### src/rtl/core/lj_ram.sv
// generic simple dual-port ram, one write and one registered read port
// no dependencies
module lj_ram #(
   parameter int unsigned WIDTH = 32,
   parameter int unsigned DEPTH = 64
) (
   input  logic                     clock,
   input  logic                     wr_en,
   input  logic [$clog2(DEPTH)-1:0] wr_addr,
   input  logic [WIDTH-1:0]         wr_data,
   input  logic [$clog2(DEPTH)-1:0] rd_addr,
   output logic [WIDTH-1:0]         rd_data
);

   logic [WIDTH-1:0] mem_ff [DEPTH];
   logic [WIDTH-1:0] rd_data_ff;

   // write port and registered read
   always_ff @(posedge clock) begin
      if (wr_en) begin
         mem_ff[wr_addr] <= wr_data;
      end
      rd_data_ff <= mem_ff[rd_addr];
   end

   assign rd_data = rd_data_ff;

endmodule

### config.mk
export PLATFORM = sky130hd
export DESIGN_NAME = lj_ram
export DESIGN_NICKNAME = d
export VERILOG_FILES = /design/src/rtl/core/lj_ram.sv
export SDC_FILE = /design/constraint.sdc
export NUM_CORES = 2
export LEC_CHECK = 0
export BUFFER_PORTS_ARGS = -buffer_cell sky130_fd_sc_hd__buf_2
export CORE_MARGIN = 3
export CORE_UTILIZATION = 50
export CTS_BUF_LIST = sky130_fd_sc_hd__clkbuf_8 sky130_fd_sc_hd__clkbuf_16
export CTS_CLUSTER_SIZE = 14
export DETAILED_ROUTE_END_ITERATION = 10
export MAX_ROUTING_LAYER = met4
export PLACE_DENSITY = 0.72
export SYNTH_ARGS = -nofsm -noshare
export SYNTH_HDL_FRONTEND = slang
export SYNTH_SLANG_ARGS = --single-unit
### constraint.sdc
create_clock -name clock -period 3.5 [get_ports clock]
set_input_delay 0.525 -clock clock [delete_from_list [all_inputs] [get_ports clock]]
set_output_delay 0.525 -clock clock [all_outputs]
set_load 0.03 [all_outputs]
**Word-level counts from Yosys, hierarchy flattened**

Memory sizes are Yosys's and may differ from the RTL's. A register that Yosys moved wholly into a read port is not among the register bits.
Cells that the tools add are included.

- RAM bits: 2,048
- Memories kept: 1
- Register bits after elaboration: 0
- Logic and storage cells: 3

- Muxes and demuxes: 2

Memories:

| memory | words | bits a word | rd ports | clocked after Yosys merged registers in | wr ports | RTL line | RTL |
|---|---|---|---|---|---|---|---|
| mem_ff | 64 | 32 | 1 | 1 | 1 | 15 | `logic [WIDTH-1:0] mem_ff [DEPTH];` |

Operators by type and width:

| kind | number |
|---|---|
| 2-to-1 mux 1 bit | 2 |

**Depth between registers and ports, before layout**

- Depth in word-level cells: 2
- Depth in mapped cells: 10
- Gate-level depth less buffers: 5

**Least setup slack after synthesis**

No wires, ideal clock.

- Path type: input to register
- Start point: input port wr_addr[3]
- End point: memory mem_ff[48][0], enable pin
- Data arrival time: 3.224 ns
- Required time: 3.039 ns
- Setup slack: -0.185 ns
- Stages on the path: 4
- Cell sequence: clkbuf_1 -> nor2b_1 -> nand4b_1 -> nor3_1

RTL lines:

| element | RTL line | RTL |
|---|---|---|
| start: declaration | 9 | `input logic [$clog2(DEPTH)-1:0] wr_addr,` |
| end: declaration | 15 |  |

Straight into the memory's write port.

==> impl_metrics.toml <==
[detailed_routing]
wl_per_cell_um = 32.97
wirelength_um = 191400
drc = 0
drtIter0Drc = 4721
ant_nets = 0
vias = 37490
drt-vias-per-instance = 6.455
drtPass1Iterations = 6

[worst_setup_path]
cp.required_ns = 4.14
reg2reg_slack_ns = 1.26
cpPeakStageDelay_ns = 0.64
worstSetupPathType = "input port to flip-flop"
r2r-start = "mem_ff[30][13]"
startpoint_type = "input port"
r2r-end = "rd_data[13]"
crit_path_frequent_cell = "mux4_2"
path_max_fanout = 29
crit_path_end_kind = "flip-flop"
critical_path_arrival_ns = 3.31
crit_path_cell_trace = "buf_8 -> buf_12 -> buf_4 -> mux4_2 -> mux4_2 -> o22ai_1 -> nor2_1"
cp_slowest_cell = "o22ai_1"
reg2regPathDepth = 4

[timing]
max_freq_mhz = 375.4
period_needed_ns = 2.664
finalCritPeriodShare_pct = 76.11
slew_viol_final = 0
fin_skew_ns = 0.02692
hold_viol = 0
setup_viol_count_final = 0
fin_setup_tns_ns = 0
rsz0062_at_grt = "false"
maxSlewHeadroom_pct = 17.12
worst_slew_pin_slew_ns = 1.243
setup_ws_ns = 0.8361

[cts]
cts_setup_buffers = 0
cts.clk_slew.worst_paths_ns = 0.06
cts_tree = "built"
clockRootBuffer = "clkbuf_16"
cts_sinks = 2080
worst_skew_pair.late_latency_ns = 0.80
h-tree-depth = 4
cts_buffers = 189
holdBufCountCts = 0
cts-resized-gates = 0
clockBufferDepth = 3

[power]
power_leakage_uw = 0.02796
ir_drop_v = 0.0005124
p_per_area_nw_per_um2 = 556.3

[global_route]
grt.total_usage_pct = 24.58
antenna_found_initial = 12
grt_first_pass_wirelength_um = 275500
grt-ovfl-total = 0
grt_max_degree = 65
grt_pass1_vias = 37270

[die]
rows = 144
core_area_um2 = 154900
fp.dieW_um = 402.3
die_h_um = 402.3
start_util_pct = 50.67
pin_count = 78
dieArea_um2 = 161800

[final_layout]
fin_nets = 3645
utilization_pct = 57.54
stdcell_count = 5807
drive_gt1_share_pct = 29.75
syn_to_final_growth_pct = 13.55
nFillCells = 10800

[synthesis]
synthesis.instances = 3324
netlist_area_um2 = 78520
synthFlopType = "edfxtp_1"
syn_avg_cell_area_um2 = 23.62
synth_top_cell_by_area = "edfxtp_1"
ys_ff_latch = 2080
synth-seq-area-share_pct = 79.14
synthesis.nets = 3370
async_reset_ff_share_pct = 0
synth_edf_count = 2048
synth_cell_types = 34
yosysWarnings = 0
synth_most_common_cell = "edfxtp_1"
synthTopCellsByCount = "edfxtp_1 (2048), mux4_2 (544), nor2_1 (137), mux2i_1 (93), o22ai_1 (84)"
synth_area_leaders = "edfxtp_1 (78%), mux4_2 (16%), mux2i_1 (1.2%), dfxtp_1 (0.82%), o22ai_1 (0.67%)"
netlist.area_leader.share_pct = 78.33

[placed_design]
hpwl_um = 103400
dpl_worst_slack_ns = 0.01739
portBuffers = 77
dp_cells = 5452
gp_congestion = 0.7920

[min_path]
min_delay_path_depth = 3
hold_path_class = "input port to flip-flop"
min_to = "rd_data[0]"
min_from = "rd_addr[4]"

[run]
cap_viol_max_count = 0

[status]
outcome = "completed"
[worst max-delay path, delay by kind of cell]
kind / cells / cell delay (ns)
AO/OA/AOI/OAI: 1 / 0.64
AND/OR/NAND/NOR: 1 / 0.12
multiplexers: 2 / 1.01
buffers and inverters: 3 / 0.97
[state kept, by name, summed over array words and instances, names as in the netlist]
| name | flops |
|---|---|
| mem_ff | 2048 |
| rd_data | 32 |
[where the power goes]
part / switching, µW / internal [µW] / total, µW
Clock: 8650 / 10700 / 19300
Sequential: 134 / 27600 / 27700
Combinational: 1580 / 984 / 2570
Total: 10400 / 39200 / 49600
[kinds of logic (layout without fill, tap and decap cells)]
| group | Yosys count | in the layout | synth area share, % |
|---|---|---|---|
| other | 0 | 8 | 0 |
| AOI/OAI and AO/OA | 202 | 202 | 1.673 |
| buffers and inverters | 182 | 613 | 1.128 |
| muxes | 637 | 637 | 16.79 |
| DFF | 2080 | 2080 | 79.14 |
| and+or+nand+nor | 223 | 223 | 1.265 |
[cell type report]
class | instances | area [µm²] | share of cell area [%]
multi-input combinational | 1062 | 15980 | 17.92
timing repair buffer | 266 | 2666 | 2.991
sequential | 2080 | 62140 | 69.70
clock buffer | 204 | 5049 | 5.663
antenna | 8 | 20.02 | 0.02245
tap | 2044 | 2557 | 2.869
clock inverter | 143 | 740.7 | 0.8308
[placed cells by master (no fill, tap or decap), types with 3 or more instances in the layout]
cell	Yosys	routed
a21oi_1	62	62
clkbuf_16	0	199
clkinv_1	0	44
nand2_1	26	26
buf_8	0	3
buf_4	25	123
nor3_1	7	5
mux4_2	544	544
mux2i_1	93	93
nand3_1	5	5
nand3b_1	5	5
inv_1	0	65
dfxtp_1	32	32
nor2_1	137	75
clkbuf_8	0	5
and3_1	4	4
buf_2	57	73
edfxtp_1	2048	2048
o221ai_1	27	27
diode_2	0	8
buf_12	0	66
a311oi_1	8	8
clkinv_2	0	23
nor2_4	0	62
o22ai_1	84	84
or3_1	3	3
o32ai_1	4	4
a22oi_1	12	12
bufinv_16	0	5
nand2b_1	8	7
or3b_2	3	3
nor2b_1	15	15
a41o_1	4	4
[per-layer routing]
layer | wire [µm] | vias to the layer above | GRT usage (%)
met3 | 20580 | 316 | 4.536
met1 | 74640 | 20000 | 35.19
met2 | 91870 | 2326 | 37.21
met5 | 0 | - | -
li1 | - | 14840 | -
met4 | 4331 | 0 | 6.202
[how the worst max path moves through the flow]
stage,slack (ns),depth (start not counted),start,endpoint
2_1_floorplan,0.32,4,wr_addr[5],mem_ff[39][0]
3_3_place_gp,0.04,7,rd_addr[0],rd_data[13]
3_5_place_dp,0.02,7,rd_addr[0],rd_data[10]
4_1_cts,0.89,7,rd_addr[0],rd_data[10]
5_1_grt,0.82,7,rd_addr[0],rd_data[13]
6_report,0.84,7,rd_addr[0],rd_data[13]
[metrics by stage]
stage | hold WS, ns | total power [µW] | instance area [µm²]
2_1_floorplan | 0.6239 | 29600 | 78530
3_3_place_gp | 0.7239 | 30780 | 83340
3_5_place_dp | 0.7661 | 30830 | 83340
4_1_cts | 0.3753 | 49900 | 89130
5_1_grt | 0.3904 | 50990 | 89150
6_report | 0.4212 | 49590 | 89150
Power figures use the tool's default switching activity.
