File: src/rtl/core/lj_pkg.sv
// shared types, constants and fixed-point helpers for the lennard-jones force engine
// no dependencies; used by lj_mul, lj_div and the top level
package lj_pkg;

   localparam int unsigned POS_W   = 32;
   localparam int unsigned ACC_W   = 48;
   localparam int unsigned MAG_W   = 47;
   localparam int unsigned PROD_W  = 96;
   localparam int unsigned HALF_W  = 24;
   localparam int unsigned OPD_W   = 48;
   localparam int unsigned QUO_W   = 57;
   localparam int unsigned IDX_W   = 6;
   localparam int unsigned REQ_W   = 96;
   localparam int unsigned RSP_W   = 200;
   localparam int unsigned CSR_IDX_W = 2;

   // register indexes of the configuration port
   localparam logic [CSR_IDX_W-1:0] CSR_BOX_SIZE      = 2'd0;
   localparam logic [CSR_IDX_W-1:0] CSR_CUTOFF        = 2'd1;
   localparam logic [CSR_IDX_W-1:0] CSR_ENERGY_ENABLE = 2'd2;

   localparam logic [POS_W-1:0] BOX_RESET    = 32'h000A_0000;
   localparam logic [POS_W-1:0] CUTOFF_RESET = 32'h0002_8000;

   // largest unsigned Q24.24 magnitude
   localparam logic [MAG_W-1:0] CAP = 47'h7FFF_FFFF_FFFF;
   localparam logic signed [53:0] SMAX54 = 54'sh0_7FFF_FFFF_FFFF;
   localparam logic signed [53:0] SMIN54 = -54'sh0_7FFF_FFFF_FFFF - 54'sh1;

   // micro-steps that share the multiplier
   typedef enum logic [4:0] {
      MS_CUT, MS_SQX, MS_SQY, MS_SQZ, MS_U2, MS_U3, MS_U4, MS_U6, MS_U7,
      MS_TX, MS_TY, MS_TZ, MS_WD2, MS_W2, MS_W4, MS_W5,
      MS_Q2, MS_Q4, MS_Q8, MS_Q9
   } step_type;

   typedef struct packed {
      logic             start;
      logic [OPD_W-1:0] a;
      logic [OPD_W-1:0] b;
   } mul_req_type;

   typedef struct packed {
      logic              done;
      logic [PROD_W-1:0] prod;
   } mul_rsp_type;

   typedef struct packed {
      logic        start;
      logic        small_num;
      logic [63:0] den;
   } div_req_type;

   typedef struct packed {
      logic             done;
      logic [MAG_W-1:0] quo;
   } div_rsp_type;

   // product shifted down by 24, capped
   function automatic logic [MAG_W-1:0] sat_shr24(input logic [PROD_W-1:0] p);
      logic [71:0] v;
      v = p[95:24];
      return (v > 72'(CAP)) ? CAP : v[46:0];
   endfunction

   // product shifted down by 16, capped
   function automatic logic [MAG_W-1:0] sat_shr16(input logic [PROD_W-1:0] p);
      logic [79:0] v;
      v = p[95:16];
      return (v > 80'(CAP)) ? CAP : v[46:0];
   endfunction

   // saturating add into signed Q24.24
   function automatic logic [ACC_W-1:0] sat_add(input logic [ACC_W-1:0] acc,
                                                input logic [52:0] t);
      logic signed [53:0] s;
      s = {{6{acc[47]}}, acc} + {t[52], t};
      if (s > SMAX54) begin
         s = SMAX54;
      end else if (s < SMIN54) begin
         s = SMIN54;
      end
      return s[47:0];
   endfunction

   // saturating 64-bit unsigned add
   function automatic logic [63:0] sat_add64(input logic [63:0] s, input logic [63:0] q);
      logic [64:0] t;
      t = {1'b0, s} + {1'b0, q};
      return t[64] ? '1 : t[63:0];
   endfunction

   function automatic logic [31:0] abs33(input logic [32:0] d);
      logic [32:0] n;
      n = d[32] ? -d : d;
      return n[31:0];
   endfunction

   function automatic logic [31:0] abs34(input logic [33:0] d);
      logic [33:0] n;
      n = d[33] ? -d : d;
      return n[31:0];
   endfunction

   function automatic logic [52:0] sx53(input logic [ACC_W-1:0] t);
      return {{5{t[47]}}, t};
   endfunction

endpackage

File: src/rtl/core/lj_mul.sv
// shared 48x48 multiplier, one 24x24 partial product per cycle
// depends on lj_pkg
module lj_mul (
   input  logic                clock,
   input  logic                reset,
   input  lj_pkg::mul_req_type req,
   output lj_pkg::mul_rsp_type rsp
);

   logic                            busy_ff, busy_in;
   logic                            done_ff, done_in;
   logic [1:0]                      cnt_ff, cnt_in;
   logic [lj_pkg::OPD_W-1:0]        a_ff, a_in, b_ff, b_in;
   logic [lj_pkg::PROD_W-1:0]       acc_ff, acc_in;
   logic [lj_pkg::HALF_W-1:0]       pa, pb;
   logic [lj_pkg::OPD_W-1:0]        pp;
   logic [lj_pkg::PROD_W-1:0]       pp_sh;

   // partial product selection
   assign pa = cnt_ff[0] ? a_ff[47:24] : a_ff[23:0];
   assign pb = cnt_ff[1] ? b_ff[47:24] : b_ff[23:0];
   assign pp = {24'b0, pa} * {24'b0, pb};

   always_comb begin
      case (cnt_ff)
         2'b00:   pp_sh = {48'b0, pp};
         2'b01:   pp_sh = {24'b0, pp, 24'b0};
         2'b10:   pp_sh = {24'b0, pp, 24'b0};
         default: pp_sh = {pp, 48'b0};
      endcase
   end

   // accumulate partial products
   always_comb begin
      busy_in = busy_ff;
      done_in = 1'b0;
      cnt_in  = cnt_ff;
      a_in    = a_ff;
      b_in    = b_ff;
      acc_in  = acc_ff;
      if (req.start) begin
         busy_in = 1'b1;
         cnt_in  = 2'd0;
         a_in    = req.a;
         b_in    = req.b;
         acc_in  = '0;
      end else if (busy_ff) begin
         acc_in = acc_ff + pp_sh;
         cnt_in = cnt_ff + 2'd1;
         if (cnt_ff == 2'd3) begin
            busy_in = 1'b0;
            done_in = 1'b1;
         end
      end
   end

   always_ff @(posedge clock) begin
      if (reset) begin
         busy_ff <= 1'b0;
         done_ff <= 1'b0;
         cnt_ff  <= 2'd0;
      end else begin
         busy_ff <= busy_in;
         done_ff <= done_in;
         cnt_ff  <= cnt_in;
      end
      a_ff   <= a_in;
      b_ff   <= b_in;
      acc_ff <= acc_in;
   end

   assign rsp.done = done_ff;
   assign rsp.prod = acc_ff;

endmodule

File: config.mk
export PLATFORM = sky130hd
export DESIGN_NAME = lj_mul
export DESIGN_NICKNAME = d
export VERILOG_FILES = /design/src/rtl/core/lj_pkg.sv /design/src/rtl/core/lj_mul.sv
export SDC_FILE = /design/constraint.sdc
export NUM_CORES = 2
export LEC_CHECK = 0
export BUFFER_PORTS_ARGS = -buffer_cell sky130_fd_sc_hd__buf_2
export CORE_MARGIN = 10
export CORE_UTILIZATION = 45
export DETAILED_ROUTE_END_ITERATION = 6
export SLEW_MARGIN = 40
export SYNTH_ARGS = -nofsm -noshare
export SYNTH_HDL_FRONTEND = slang
export SYNTH_SLANG_ARGS = --single-unit
File: constraint.sdc
create_clock -name clock -period 20.1 [get_ports clock]
set_input_delay 4.02 -clock clock [delete_from_list [all_inputs] [get_ports clock]]
set_output_delay 4.02 -clock clock [all_outputs]
set_load 0.02 [all_outputs]
# After elaboration in Yosys (flattened, before gate mapping)
# Cells that the tools add are included.
# W data, S select, Z words.
# op_classes
addsub,2
mul,1
n_eq_ne,3
mux,7
n_bitwise,1
n_reduce_logical,4
# ops
operator,n
$pmux W96 S2,1
$add A96 B96 Y96,1
$mul A24 B24 Y48,1
$mux W24,2
$eq A2 B2 Y1 const B,2
$mux W1,4
$reduce_or A2 Y1,2
$reduce_or A3 Y1,1
$add A2 B1 Y2 const B,1
$eq A2 B1 Y1 const B,1
$logic_not A2 Y1,1
$not A1 Y1,1
# totals
ff_bits,196
in_bits,99
elab_cells,24

# Depth between registers and ports, before layout
# logic_depth
depth_word,4
mapped_depth,44

# Least setup slack after synthesis
# No wires, ideal clock.
# synth_timing
path_type,register -> register
startpoint,register cnt_ff[0]
endpoint,register acc_ff[95] in the netlist's numbering
setup_ps,71
arrival_ps,10147
required_ps,20029
setup_slack_ps,9883
path_stages_with_launch,43
n_path_buf,5
path_cell_list,dfxtp_1 -> clkbuf_1 -> clkbuf_1 -> clkbuf_1 -> mux2i_1 -> clkbuf_1 -> nor2_1 -> fa_1 -> fa_1 -> inv_1 -> fa_1 -> inv_1 -> fa_1 -> inv_1 -> fa_1 -> inv_1 -> fa_1 -> inv_1 -> (+7 left out) -> o21ai_0 -> a21oi_1 -> o21ai_0 -> a21oi_1 -> o21bai_1 -> xor2_1 -> a22o_1 -> ha_1 -> clkbuf_1 -> nand2_1 -> or3_1 -> nor4_1 -> a221o_1 -> a21o_1 -> a21oi_1 -> o21a_1 -> or4_1 -> a21oi_1
# synth_between
elab_chain_len,4
word_cells_on_any_way,8
# synth_lines
element,line_no,rtl
"start, declared",lj_mul.sv:12,"logic [1:0] cnt_ff, cnt_in;"
"start signal, assigned",lj_mul.sv:65,cnt_ff <= cnt_in;
$mux W24 (tied with other cells),lj_mul.sv:20,assign pa = cnt_ff[0] ? a_ff[47:24] : a_ff[23:0];
$mul A24 B24 Y48 / $reduce_or A2 Y1 (equally long branches),n/a,
$pmux W96 S2 (*),lj_mul.sv:25,case (cnt_ff)
$add A96 B96 Y96 (*),lj_mul.sv:48,acc_in = acc_ff + pp_sh;
"end signal, assigned",lj_mul.sv:69,acc_ff <= acc_in;
"end, declared",lj_mul.sv:14,"logic [lj_pkg::PROD_W-1:0] acc_ff, acc_in;"
# Every way passes the cells marked *; elsewhere a longest branch is shown, timed or not.
# A chain may end at the register's enable or synchronous reset.

# Final worst setup path
# Same ends and word-level chain as after synthesis.

==> results.json <==
{
  "status": "completed",
  "seq_area_frac_synth": 0.154,
  "ys_top_cells_by_area": "fa_1, ha_1, edfxtp_1",
  "syn-num-nets": 4525,
  "fp.dieW_um": 286,
  "fin_setup_tns_ps": 0,
  "io_pins": 196,
  "dp_hpwl_um": 87700,
  "rows": 97,
  "drive_gt1_frac": 0.0997,
  "yosys_most_used_dff": "dfxtp_1",
  "dr_wl_met3_um": 9490,
  "async_flop_share": 0,
  "cts_buffers": 17,
  "worstSkewPairLatency_ps": 520,
  "grt.overflow.total": 0,
  "synth_top_area_cell": "fa_1",
  "crit_top_cell": "fa_1",
  "synth-seq-cells": 196,
  "fill_cells": 6811,
  "cts_tree": "built",
  "maxCapViolCount": 0,
  "clk_pin_slew_worst_paths_ps": 90,
  "drv_slew": 0,
  "fp.dieH_um": 286,
  "ys_warn_count": 0,
  "clock.fmax_mhz": 81.4,
  "timing.hold.ws_ps": 493,
  "wl_per_cell_um": 22.9,
  "drtAntennaViolNets": 0,
  "period_minus_slack_ps": 12280,
  "cts_root_buf": "clkbuf_16",
  "criticalPathCategory": "register to register",
  "dr.pass1.iters": 6,
  "stdcell_area_sq_mm": 0.0345,
  "critical_path_required_ps": 20540,
  "synth_area_sq_mm": 0.0318,
  "dpl_cell_area_sq_mm": 0.0339,
  "die_area_sq_mm": 0.0817,
  "slowest_delay_ps": 770,
  "worst_pin_slew_ps": 933,
  "post_cts_resized": 0,
  "gp_congestion": 0.979,
  "gr-usage-all-layers": 0.266,
  "met1_length_um": 47500,
  "grt_pass1_vias": 27000,
  "htree_levels": 4,
  "syn_inst": 3672,
  "fin_crit_sh": 0.611,
  "port-buffer-count": 195,
  "startpoint_type": "register",
  "wl_um": 108000,
  "post_cts_buffers": 0,
  "synth_edf_count": 96,
  "crit_path_end_kind": "register",
  "antenna_found_initial": 4,
  "dr.first_iter.drc_count": 2405,
  "holdBufCountCts": 0,
  "setup_viol": 0,
  "met2WireLength_um": 47200,
  "top_layer": "met5",
  "final_nets": 4632,
  "skew_ps": 29.5,
  "drc": 0,
  "synthToLayoutAreaGrowth_pct": 8.51,
  "clkSinkCount": 196,
  "cp.arrival_ps": 12720,
  "synth_area_per_cell_sq_um": 8.66,
  "grt_pass1_wl_um": 166000,
  "worst-path-buf-inv": 5,
  "clockBufferDepth": 2,
  "path_max_fanout": 30,
  "initial_core_util": 0.454,
  "synth_top_area_share": 0.304,
  "post_drt_via_cell_ratio": 5.61,
  "critical-path-top-delay-family": "adder cells",
  "hold_viol_final": 0,
  "min_path_type": "register to register",
  "ys_types": 78,
  "slew_headroom": 0.376,
  "core_sq_mm": 0.0700,
  "worst_path_max_delay_cell": "mux2i_2",
  "rsz0062_at_grt": "false",
  "vias": 26600,
  "grt_max_degree": 69
}
==> worst paths after layout <==
| check | from | to | slack [ps] | cells past startpoint |
|---|---|---|---|---|
| max | cnt_ff[0] | acc_ff[95] | 7820 | 37 |
| min | acc_ff[92] | acc_ff[92] | 490 | 2 |
| max reg2reg | cnt_ff[0] | acc_ff[95] | 7820 | 37 |
| min reg2reg | acc_ff[92] | acc_ff[92] | 490 | 2 |
==> registers in the layout (all words and copies together) (netlist names) <==
name,cells
a_ff,48
b_ff,48
busy_ff,1
done_ff,1
acc_ff,96
cnt_ff,2
==> cells in the final DEF (no fill, tap or decap), drive strengths merged, types with 42 or more instances in the layout <==
cell	netlist	final
inv	601	606
fa	483	483
nand2	456	456
nor2	440	440
ha	271	271
buf	12	253
a21oi	183	183
o21ai	133	133
dfxtp	100	100
edfxtp	96	96
mux2i	93	93
xnor2	83	83
a21o	71	71
xor2	47	47
mux2	45	45
nand4	42	42
==> kinds of logic (layout without fill, tap and decap cells) <==
family | after synthesis | in the layout | synth area share
simple gates | 1101 | 1101 | 0.145
buf+inv | 766 | 886 | 0.0907
flops | 196 | 196 | 0.154
xor+xnor | 130 | 130 | 0.0358
other cells | 0 | 2 | 0
mux | 138 | 138 | 0.0452
compound gates | 587 | 587 | 0.119
fa+ha+maj | 754 | 754 | 0.411
==> layout make-up <==
class,count,area (sq um),share of cell area
Multi-Input combinational cell,2710,24100,0.700
Clock buffer,20,468,0.0136
Tap cell,940,1180,0.0341
Clock inverter,12,139,0.00403
Inverter,601,2260,0.0654
Sequential cell,196,4890,0.142
Timing Repair Buffer,253,1420,0.0411
Antenna cell,2,5.00,0.000145
==> worst min-delay path: stages, from the launching register on <==
cell and delay, ps:
dfxtp_1 340, nand2_1 50, o21ai_0 60
==> per-layer routing <==
metal | track usage | vias to the layer above
li1 | - | 12000
met2 | 0.406 | 1183
met3 | 0.0633 | 210
met5 | 0 | -
met4 | 0.0928 | 2
met1 | 0.366 | 13200
==> cells in the mapped netlist, drive strengths merged (12+ instances only) <==
| library cell | number |
|---|---|
| a21oi | 183 |
| mux2 | 45 |
| nand2 | 456 |
| nand3 | 24 |
| a22o | 20 |
| nor3 | 33 |
| inv | 601 |
| a31oi | 22 |
| o31ai | 12 |
| a21o | 71 |
| dfxtp | 100 |
| a211oi | 18 |
| o21bai | 36 |
| mux2i | 93 |
| fa | 483 |
| clkbuf | 153 |
| ha | 271 |
| nand4 | 42 |
| nand2b | 13 |
| o21a | 19 |
| and2 | 41 |
| nor4 | 12 |
| nor2 | 440 |
| buf | 12 |
| edfxtp | 96 |
| xor2 | 47 |
| xnor2 | 83 |
| o21ai | 133 |
==> through the flow <==
stage | setup WS, ps | util | instances
after floorplan | 9880 | - | 3672
after global placement | 7640 | 0.483 | 4700
after detailed placement | 7900 | 0.484 | 4700
after CTS | 7750 | 0.492 | 4732
after global routing | 7230 | 0.493 | 4734
final | 7820 | 0.493 | 4734
Power is left out: the tool's default activity adds up to more than one toggle a clock period on the data nets, which glitch-free logic cannot reach.
