===== config.mk =====
export PLATFORM = sky130hd
export DESIGN_NAME = lj_div
export DESIGN_NICKNAME = d
export VERILOG_FILES = /design/src/rtl/core/lj_pkg.sv /design/src/rtl/core/lj_div.sv
export SDC_FILE = /design/constraint.sdc
export NUM_CORES = 1
export LEC_CHECK = 0
export ABC_AREA = 0
export BUFFER_PORTS_ARGS = -buffer_cell sky130_fd_sc_hd__buf_4
export CAP_MARGIN = 20
export CORE_AREA = 3 3 128 180
export DETAILED_ROUTE_END_ITERATION = 16
export DIE_AREA = 0 0 131 183
export PLACE_DENSITY = 0.74
export SETUP_SLACK_MARGIN = 0.1
export SYNTH_ARGS = -nofsm -noshare
export SYNTH_HDL_FRONTEND = slang
export SYNTH_SLANG_ARGS = --single-unit
export TNS_END_PERCENT = 30

===== constraint.sdc =====
create_clock -name clock -period 4.6 [get_ports clock]
set_input_delay 0.23 -clock clock [delete_from_list [all_inputs] [get_ports clock]]
set_output_delay 0.23 -clock clock [all_outputs]
set_load 0.01 [all_outputs]

===== src/rtl/core/lj_pkg.sv =====
// shared types, constants and fixed-point helpers for the lennard-jones force engine
// no dependencies; used by lj_mul, lj_div and the top level
package lj_pkg;

   localparam int unsigned POS_W   = 32;
   localparam int unsigned ACC_W   = 48;
   localparam int unsigned MAG_W   = 47;
   localparam int unsigned PROD_W  = 96;
   localparam int unsigned HALF_W  = 24;
   localparam int unsigned OPD_W   = 48;
   localparam int unsigned QUO_W   = 57;
   localparam int unsigned IDX_W   = 6;
   localparam int unsigned REQ_W   = 96;
   localparam int unsigned RSP_W   = 200;
   localparam int unsigned CSR_IDX_W = 2;

   // register indexes of the configuration port
   localparam logic [CSR_IDX_W-1:0] CSR_BOX_SIZE      = 2'd0;
   localparam logic [CSR_IDX_W-1:0] CSR_CUTOFF        = 2'd1;
   localparam logic [CSR_IDX_W-1:0] CSR_ENERGY_ENABLE = 2'd2;

   localparam logic [POS_W-1:0] BOX_RESET    = 32'h000A_0000;
   localparam logic [POS_W-1:0] CUTOFF_RESET = 32'h0002_8000;

   // largest unsigned Q24.24 magnitude
   localparam logic [MAG_W-1:0] CAP = 47'h7FFF_FFFF_FFFF;
   localparam logic signed [53:0] SMAX54 = 54'sh0_7FFF_FFFF_FFFF;
   localparam logic signed [53:0] SMIN54 = -54'sh0_7FFF_FFFF_FFFF - 54'sh1;

   // micro-steps that share the multiplier
   typedef enum logic [4:0] {
      MS_CUT, MS_SQX, MS_SQY, MS_SQZ, MS_U2, MS_U3, MS_U4, MS_U6, MS_U7,
      MS_TX, MS_TY, MS_TZ, MS_WD2, MS_W2, MS_W4, MS_W5,
      MS_Q2, MS_Q4, MS_Q8, MS_Q9
   } step_type;

   typedef struct packed {
      logic             start;
      logic [OPD_W-1:0] a;
      logic [OPD_W-1:0] b;
   } mul_req_type;

   typedef struct packed {
      logic              done;
      logic [PROD_W-1:0] prod;
   } mul_rsp_type;

   typedef struct packed {
      logic        start;
      logic        small_num;
      logic [63:0] den;
   } div_req_type;

   typedef struct packed {
      logic             done;
      logic [MAG_W-1:0] quo;
   } div_rsp_type;

   // product shifted down by 24, capped
   function automatic logic [MAG_W-1:0] sat_shr24(input logic [PROD_W-1:0] p);
      logic [71:0] v;
      v = p[95:24];
      return (v > 72'(CAP)) ? CAP : v[46:0];
   endfunction

   // product shifted down by 16, capped
   function automatic logic [MAG_W-1:0] sat_shr16(input logic [PROD_W-1:0] p);
      logic [79:0] v;
      v = p[95:16];
      return (v > 80'(CAP)) ? CAP : v[46:0];
   endfunction

   // saturating add into signed Q24.24
   function automatic logic [ACC_W-1:0] sat_add(input logic [ACC_W-1:0] acc,
                                                input logic [52:0] t);
      logic signed [53:0] s;
      s = {{6{acc[47]}}, acc} + {t[52], t};
      if (s > SMAX54) begin
         s = SMAX54;
      end else if (s < SMIN54) begin
         s = SMIN54;
      end
      return s[47:0];
   endfunction

   // saturating 64-bit unsigned add
   function automatic logic [63:0] sat_add64(input logic [63:0] s, input logic [63:0] q);
      logic [64:0] t;
      t = {1'b0, s} + {1'b0, q};
      return t[64] ? '1 : t[63:0];
   endfunction

   function automatic logic [31:0] abs33(input logic [32:0] d);
      logic [32:0] n;
      n = d[32] ? -d : d;
      return n[31:0];
   endfunction

   function automatic logic [31:0] abs34(input logic [33:0] d);
      logic [33:0] n;
      n = d[33] ? -d : d;
      return n[31:0];
   endfunction

   function automatic logic [52:0] sx53(input logic [ACC_W-1:0] t);
      return {{5{t[47]}}, t};
   endfunction

endpackage


===== src/rtl/core/lj_div.sv =====
// restoring divider for 2^56/den or 2^40/den, one quotient bit per cycle, capped result
// depends on lj_pkg
module lj_div (
   input  logic                clock,
   input  logic                reset,
   input  lj_pkg::div_req_type req,
   output lj_pkg::div_rsp_type rsp
);

   localparam logic [5:0] TOP_BIT   = 6'd56;
   localparam logic [5:0] SMALL_BIT = 6'd40;

   logic                      busy_ff, busy_in;
   logic                      done_ff, done_in;
   logic                      small_ff, small_in;
   logic [5:0]                bit_ff, bit_in;
   logic [63:0]               rem_ff, rem_in, den_ff, den_in;
   logic [lj_pkg::QUO_W-1:0]  quo_ff, quo_in;
   logic                      nb;
   logic [64:0]               trial, diff;
   logic                      ge;

   // one restoring step
   assign nb    = small_ff ? (bit_ff == SMALL_BIT) : (bit_ff == TOP_BIT);
   assign trial = {rem_ff, nb};
   assign ge    = trial >= {1'b0, den_ff};
   assign diff  = trial - {1'b0, den_ff};

   always_comb begin
      busy_in  = busy_ff;
      done_in  = 1'b0;
      small_in = small_ff;
      bit_in   = bit_ff;
      rem_in   = rem_ff;
      den_in   = den_ff;
      quo_in   = quo_ff;
      if (req.start) begin
         busy_in  = 1'b1;
         small_in = req.small_num;
         bit_in   = TOP_BIT;
         rem_in   = '0;
         den_in   = req.den;
         quo_in   = '0;
      end else if (busy_ff) begin
         rem_in = ge ? diff[63:0] : trial[63:0];
         quo_in = {quo_ff[55:0], ge};
         bit_in = bit_ff - 6'd1;
         if (bit_ff == 6'd0) begin
            busy_in = 1'b0;
            done_in = 1'b1;
         end
      end
   end

   always_ff @(posedge clock) begin
      if (reset) begin
         busy_ff <= 1'b0;
         done_ff <= 1'b0;
      end else begin
         busy_ff <= busy_in;
         done_ff <= done_in;
      end
      small_ff <= small_in;
      bit_ff   <= bit_in;
      rem_ff   <= rem_in;
      den_ff   <= den_in;
      quo_ff   <= quo_in;
   end

   // a zero divisor yields all ones, which caps as well
   assign rsp.done = done_ff;
   assign rsp.quo  = (quo_ff[56:47] != '0) ? lj_pkg::CAP : quo_ff[46:0];

endmodule


=== Yosys cells after proc, flatten, opt, wreduce, memory -nomap -nowiden ===
Index checks and enable logic that the tools add are counted.

* Register bits: 194
* Input port bits: 68
* Output and inout port bits: 48
* Word-level logic and storage cells: 23

* $add $sub $neg: 2
* $lt $le $gt $ge: 1
* Equality and inequality tests: 2
* Mux-type cells: 7
* Bitwise logic cells: 1
* Reductions and logical operators: 3

{| class="wikitable"
|+ Operators with widths
! kind !! count
|-
| $ge A65 B64 Y1 || 1
|-
| $mux W64 || 1
|-
| $sub A64 B64 Y64 || 1
|-
| $mux W47 || 1
|-
| $eq A6 B6 Y1 const B || 2
|-
| $reduce_bool A10 Y1 || 1
|-
| $logic_not A6 Y1 || 1
|-
| $sub A6 B1 Y6 const B || 1
|-
| $mux W1 || 5
|-
| $reduce_or A3 Y1 || 1
|-
| $not A1 Y1 || 1
|}

=== Longest topological paths before layout ===
* Depth after elaboration: 4
* Mapped depth: 16
* Depth with buffers taken out: 16

=== Worst setup path before layout ===
Ideal clock, no wire load.

* Path kind: register to register
* Start: register bit_ff[0]
* End: register rem_ff[60]
* Library setup time: 0.088 ns
* Arrival: 3.527 ns
* Data required time: 4.512 ns
* Slack: 0.984 ns
* Cell stages (with the launch flop): 17
* Path buffers: 0
* Period minus slack after synthesis: 3.616 ns
* Cell sequence: dfxtp_1 > inv_1 > ha_1 > nor2b_1 > nand4_1 > ha_1 > inv_1 > fa_1 > a21oi_1 > o211ai_2 > a21oi_1 > a211oi_1 > a211o_2 > a21oi_1 > mux2_2 > a31o_2 > a311oi_2

* Longest elaborated chain between the ends: 4
* Elaborated cells between the ends (all ways): 6
* Those cells by class: add/sub: 1; order compare: 1; eq/ne: 2; mux: 2

{| class="wikitable"
|+ RTL lines
! item !! line !! RTL
|-
| from (decl) || lj_div.sv:16 || <nowiki>logic [5:0] bit_ff, bit_in;</nowiki>
|-
| from (signal assigned) || lj_div.sv:64 || <nowiki>bit_ff <= bit_in;</nowiki>
|-
| $eq A6 B6 Y1 || lj_div.sv:24 || <nowiki>assign nb = small_ff ? (bit_ff == SMALL_BIT) : (bit_ff == TOP_BIT);</nowiki>
|-
| $mux W1 (*) || lj_div.sv:24 ||
|-
| $sub A64 B64 Y64 or $ge A65 B64 Y1 (tied branches) || lj_div.sv:27, lj_div.sv:26 ||
|-
| $mux W64 (*) || lj_div.sv:45 || <nowiki>rem_in = ge ? diff[63:0] : trial[63:0];</nowiki>
|-
| to (signal assigned) || lj_div.sv:65 || <nowiki>rem_ff <= rem_in;</nowiki>
|-
| to (decl) || lj_div.sv:17 || <nowiki>logic [63:0] rem_ff, rem_in, den_ff, den_in;</nowiki>
|}

Every way passes the cells marked *; elsewhere a longest branch is shown, timed or not.
A chain may end at the register's enable or synchronous reset.

=== Worst setup path after layout ===
* Start: register bit_ff[0]
* End: register rem_ff[34]

The elaborated chain is that of the path after synthesis.

==> summary by stage <==
Placement
The post-placement worst setup slack is 679.2 ps. In this run the tool buffered the top-level ports with 115 buffer cells. The final estimated routing congestion in global placement is 0.9575.

The number of placed instances, taps included, is 1693. Once detailed placement completed, the half-perimeter wirelength came to 20.70 mm.

Yosys
After technology mapping, the gate count stands at 1353. The number of nets in the synthesized netlist is 1487. The simple-gate share of the synthesized area is 17.50%.

Sorting the synthesized cells by area gives the leading types as sky130_fd_sc_hd__dfxtp_1 22%, sky130_fd_sc_hd__edfxtp_1 17%, sky130_fd_sc_hd__ha_1 6.9%. Yosys instantiated no cell more often than sky130_fd_sc_hd__nor2_1. The Yosys warning count is 0.

The number of flops mapped to enable cells by yosys is 65. For this run, the register share of the synthesized area comes to 38.36%. Summing the areas of all xor and xnor instances in the mapped netlist gives 4.223% of the synthesized area. In the synthesized netlist the dominant register cell turns out to be sky130_fd_sc_hd__dfxtp_1. The commonest cells after synthesis are 188 x sky130_fd_sc_hd__nor2_1, 129 x sky130_fd_sc_hd__dfxtp_1, 104 x sky130_fd_sc_hd__a21oi_1, 88 x sky130_fd_sc_hd__inv_1, 81 x sky130_fd_sc_hd__mux2i_1. The fraction of registers with async set or reset after synthesis is 0%.

The fraction of the mapped netlist area in adder cells is 7.049%. The dominant cell type by area after synthesis is sky130_fd_sc_hd__dfxtp_1. The area share of the largest cell type after synthesis is 21.85%. Of the post-synthesis cell area, the part taken by muxes is 7.049%. The post-synthesis sequential element count is 194. The combinational family with the most area after synthesis is compound AO/OA/AOI/OAI gates. The synthesized area per cell is 8.737 um^2.

The mapped netlist covers 11820 um^2. The netlist uses 79 different library cells. Summing the areas of all compound-gate instances in the mapped netlist gives 19.72% of the synthesized area.

Pwr
The clock network is responsible for 32.5% of the overall power. The net switching power is 1461 uW. The net switching share of the total power is 32.30%. The areal power density over the cells is 322.9 nW/um^2. The worst-case IR drop observed on VDD is 0.3011 mV.

The share of power burned in combinational logic is 24.7%. For this design the static power due to leakage is 0.006187 uW. The internal power of the cells totals 3062 uW. Per report_power, the sequential group accounts for 42.8% of the total.

Global route
The number of antenna violations at the first check in global routing came to 0. The overall track demand over capacity in global routing is 24.25%. The pin count of the biggest net entering global routing is 68. The first-pass GRT wire length is 47.61 mm. After global routing the overflow that remains totals 0. The via count of the first global-routing pass is 10042.

Final layout
The final net count is 1615. Compared with the post-synthesis result, the final layout area differs by 18.49%. The antenna diode count is 0.

In the final layout, the share of cells above drive strength 1 is 15.13%. After the flow finishes, the layout carries non-filler instances totaling 1791. The core utilization of the finished layout is 64.55%. The filler cells instantiated in the layout total 1851.

CTS
The maximum level of the CTS H-tree is 4. The clock buffer count from CTS is 17. Hold repair after CTS inserted 66 buffers. The clock insertion delay at the later pin of the skew report is 450 ps.

The TritonCTS clock tree is done. The quantity of gates resized following cts is 0. Post-CTS timing repair inserted 0 buffers for setup. Clock-pin slew was measured on the worst setup and hold paths at 70 ps.

Counting along the longest clock path gives a buffer depth of 2. The number of clock sinks is 194. The cell sitting at the root of the clock tree is a sky130_fd_sc_hd__clkbuf_16.

Critical path
The slowest cell on the critical path is sky130_fd_sc_hd__a2111oi_0. Traced cell by cell, the critical path runs through inv_1 -> ha_1 -> nor2b_1 -> nand4_1 -> ha_1 -> inv_1 -> fa_1 -> a21oi_1 -> o211ai_2 -> a31o_2 -> a2111oi_0 -> o21ai_0 -> a21boi_0 -> xnor2_1 -> mux2i_1 -> a211oi_1. The count of cells along the worst register-to-register path is 16.

The gate family responsible for the most delay along the worst path is compound AO/OA/AOI/OAI gates. The reg-to-reg setup timing slack is 550 ps. The count of buffer and inverter cells on the critical path is 2. The startpoint kind of the worst setup timing path is a flop. The data arrival time at the worst-slack endpoint is 4400 ps. The worst register-to-register path ends at rem_ff[34]$_SDFFE_PP0P_. The required time of the critical path is 4950 ps. In this run the worst path has a maximum fanout of 5. In this design, the stage delay of the slowest critical-path cell is 600 ps. The worst register-to-register path begins at bit_ff[0]$_SDFFE_PP0P_. The path type of the worst setup path is flop to flop. The type of destination of the critical path is a flop.

Timing
The final hold violation count is 0. Headroom to the max-slew limit came out at 44.69%. Final hold analysis gives a worst-case slack of 228.9 ps.

The final worst clock skew is 12.07 ps. The final setup violation count is 0. For this run, the top clock speed supported by timing is 247.1 MHz. The setup TNS is 0 ps. Setup repair after global routing left no endpoint under its margin. The number of max-slew violations in the final report is 0. At the pin with the least slew margin, the transition time is 826.6 ps. The fraction of the cycle the final worst path needs is 87.98%. Subtracting the final worst setup slack from the clock period gives 4047 ps.

In the post-route analysis, the smallest setup slack over all paths is 552.8 ps.

Routing
The number of design-rule violations left by the first detailed-router iteration is 539. The mean number of vias per cell is 5.684. The number of nets with antenna violations after routing is 0. The detailed router placed 10180 vias in this run. The first detailed-routing pass took 5 iterations. The routed wire length is 28.73 mm.

The residual DRC count is 0. After detailed routing, the average wire length per cell comes to 16.04 um.

Job
Max-cap violations in this run came to 0.

Floorplanning
The die is 183 um tall. The initial standard-cell utilization of the core is 54.47%. The floorplan row count is 64. The die is 131 um wide.

The top-level port count is 116. The full die area is 23970 um^2. The core region is 21700 um^2.

Min path
The min-delay analysis places its worst path in the category primary input to flop. The count of cells along the worst hold path is 2. The worst min-delay path endpoint is quo_ff[46]$_SDFFE_PP0P_. The startpoint of the most critical hold path is req[65].

Outcome
The flow ran to the end, and the final reports show no timing, DRC or antenna violations.
[metrics by stage]
step | instance area (um^2) | power, uW
global placement | 12760 | 3017
global route | 14010 | 4751
finish | 14010 | 4523
floorplan | 11820 | 2765
CTS | 14010 | 4545
detailed placement | 12760 | 3029
[routing by layer]
layer	track usage, %	wire length [um]	vias to the layer above
li1	-	-	5115
met1	28.94	12270	4752
met2	42.41	14520	251
met3	4.371	1064	62
met4	9.839	870	0
met5	0	0	-
[worst max path at each step]
stage | startpoint | end | slack, ps | depth (start not counted)
after detailed placement | bit_ff[0]$_SDFFE_PP0P_ | rem_ff[34]$_SDFFE_PP0P_ | 680 | 16
final | bit_ff[0]$_SDFFE_PP0P_ | rem_ff[34]$_SDFFE_PP0P_ | 550 | 16
after CTS | bit_ff[0]$_SDFFE_PP0P_ | rem_ff[34]$_SDFFE_PP0P_ | 600 | 16
after global routing | bit_ff[0]$_SDFFE_PP0P_ | rem_ff[34]$_SDFFE_PP0P_ | 300 | 16
after global placement | bit_ff[0]$_SDFFE_PP0P_ | rem_ff[34]$_SDFFE_PP0P_ | 810 | 16
after floorplan | bit_ff[0]$_SDFFE_PP0P_ | rem_ff[60]$_SDFFE_PP0P_ | 980 | 16
[cells in the final DEF, fill, tap and decap left out, types with 20 or more instances in the layout]
cell / instances
sky130_fd_sc_hd__nor2_1: 188
sky130_fd_sc_hd__dfxtp_1: 128
sky130_fd_sc_hd__buf_4: 123
sky130_fd_sc_hd__a21oi_1: 104
sky130_fd_sc_hd__inv_1: 88
sky130_fd_sc_hd__mux2i_1: 81
sky130_fd_sc_hd__nand2_1: 69
sky130_fd_sc_hd__dlygate4sd3_1: 66
sky130_fd_sc_hd__ha_1: 65
sky130_fd_sc_hd__edfxtp_1: 65
sky130_fd_sc_hd__a211oi_1: 57
sky130_fd_sc_hd__o21ai_0: 51
sky130_fd_sc_hd__or2_2: 48
sky130_fd_sc_hd__nand4_1: 32
sky130_fd_sc_hd__xnor2_1: 32
sky130_fd_sc_hd__xor2_1: 25
sky130_fd_sc_hd__a21o_1: 24
sky130_fd_sc_hd__nor3_1: 20
[power by group through the flow]
stage	Sequential, uW	Clock [uW]	Combinational [uW]
after detailed placement	1970	0	1050
after floorplan	1950	0	819
after global placement	1970	0	1050
after global routing	1950	1570	1240
final	1940	1470	1120
after CTS	1940	1500	1110
[cells by family (layout without fill, tap and decap cells)]
family	after synthesis	count (layout)
buffers and inverters	171	312
flip-flops	194	194
AND/OR/NAND/NOR	431	431
adder cells (fa/ha/maj)	66	66
multiplexers	83	83
AO/OA/AOI/OAI	351	351
XOR/XNOR	57	57
[state kept, by name (all words and copies together) (netlist names)]
name      count
rem_ff       64
busy_ff       1
done_ff       1
den_ff       64
bit_ff        6
small_ff      1
quo_ff       57
[cell type report]
| class | count | area (um^2) | share of cell area (%) |
|---|---|---|---|
| clock buffer | 18 | 439.2 | 3.135 |
| timing repair buffer | 191 | 1615 | 11.53 |
| multi-input combinational | 988 | 6565 | 46.87 |
| inverter | 89 | 334.1 | 2.385 |
| clock inverter | 14 | 143.9 | 1.027 |
| tap | 297 | 371.6 | 2.653 |
| sequential | 194 | 4538 | 32.40 |
(Power assumes the default switching activity.)
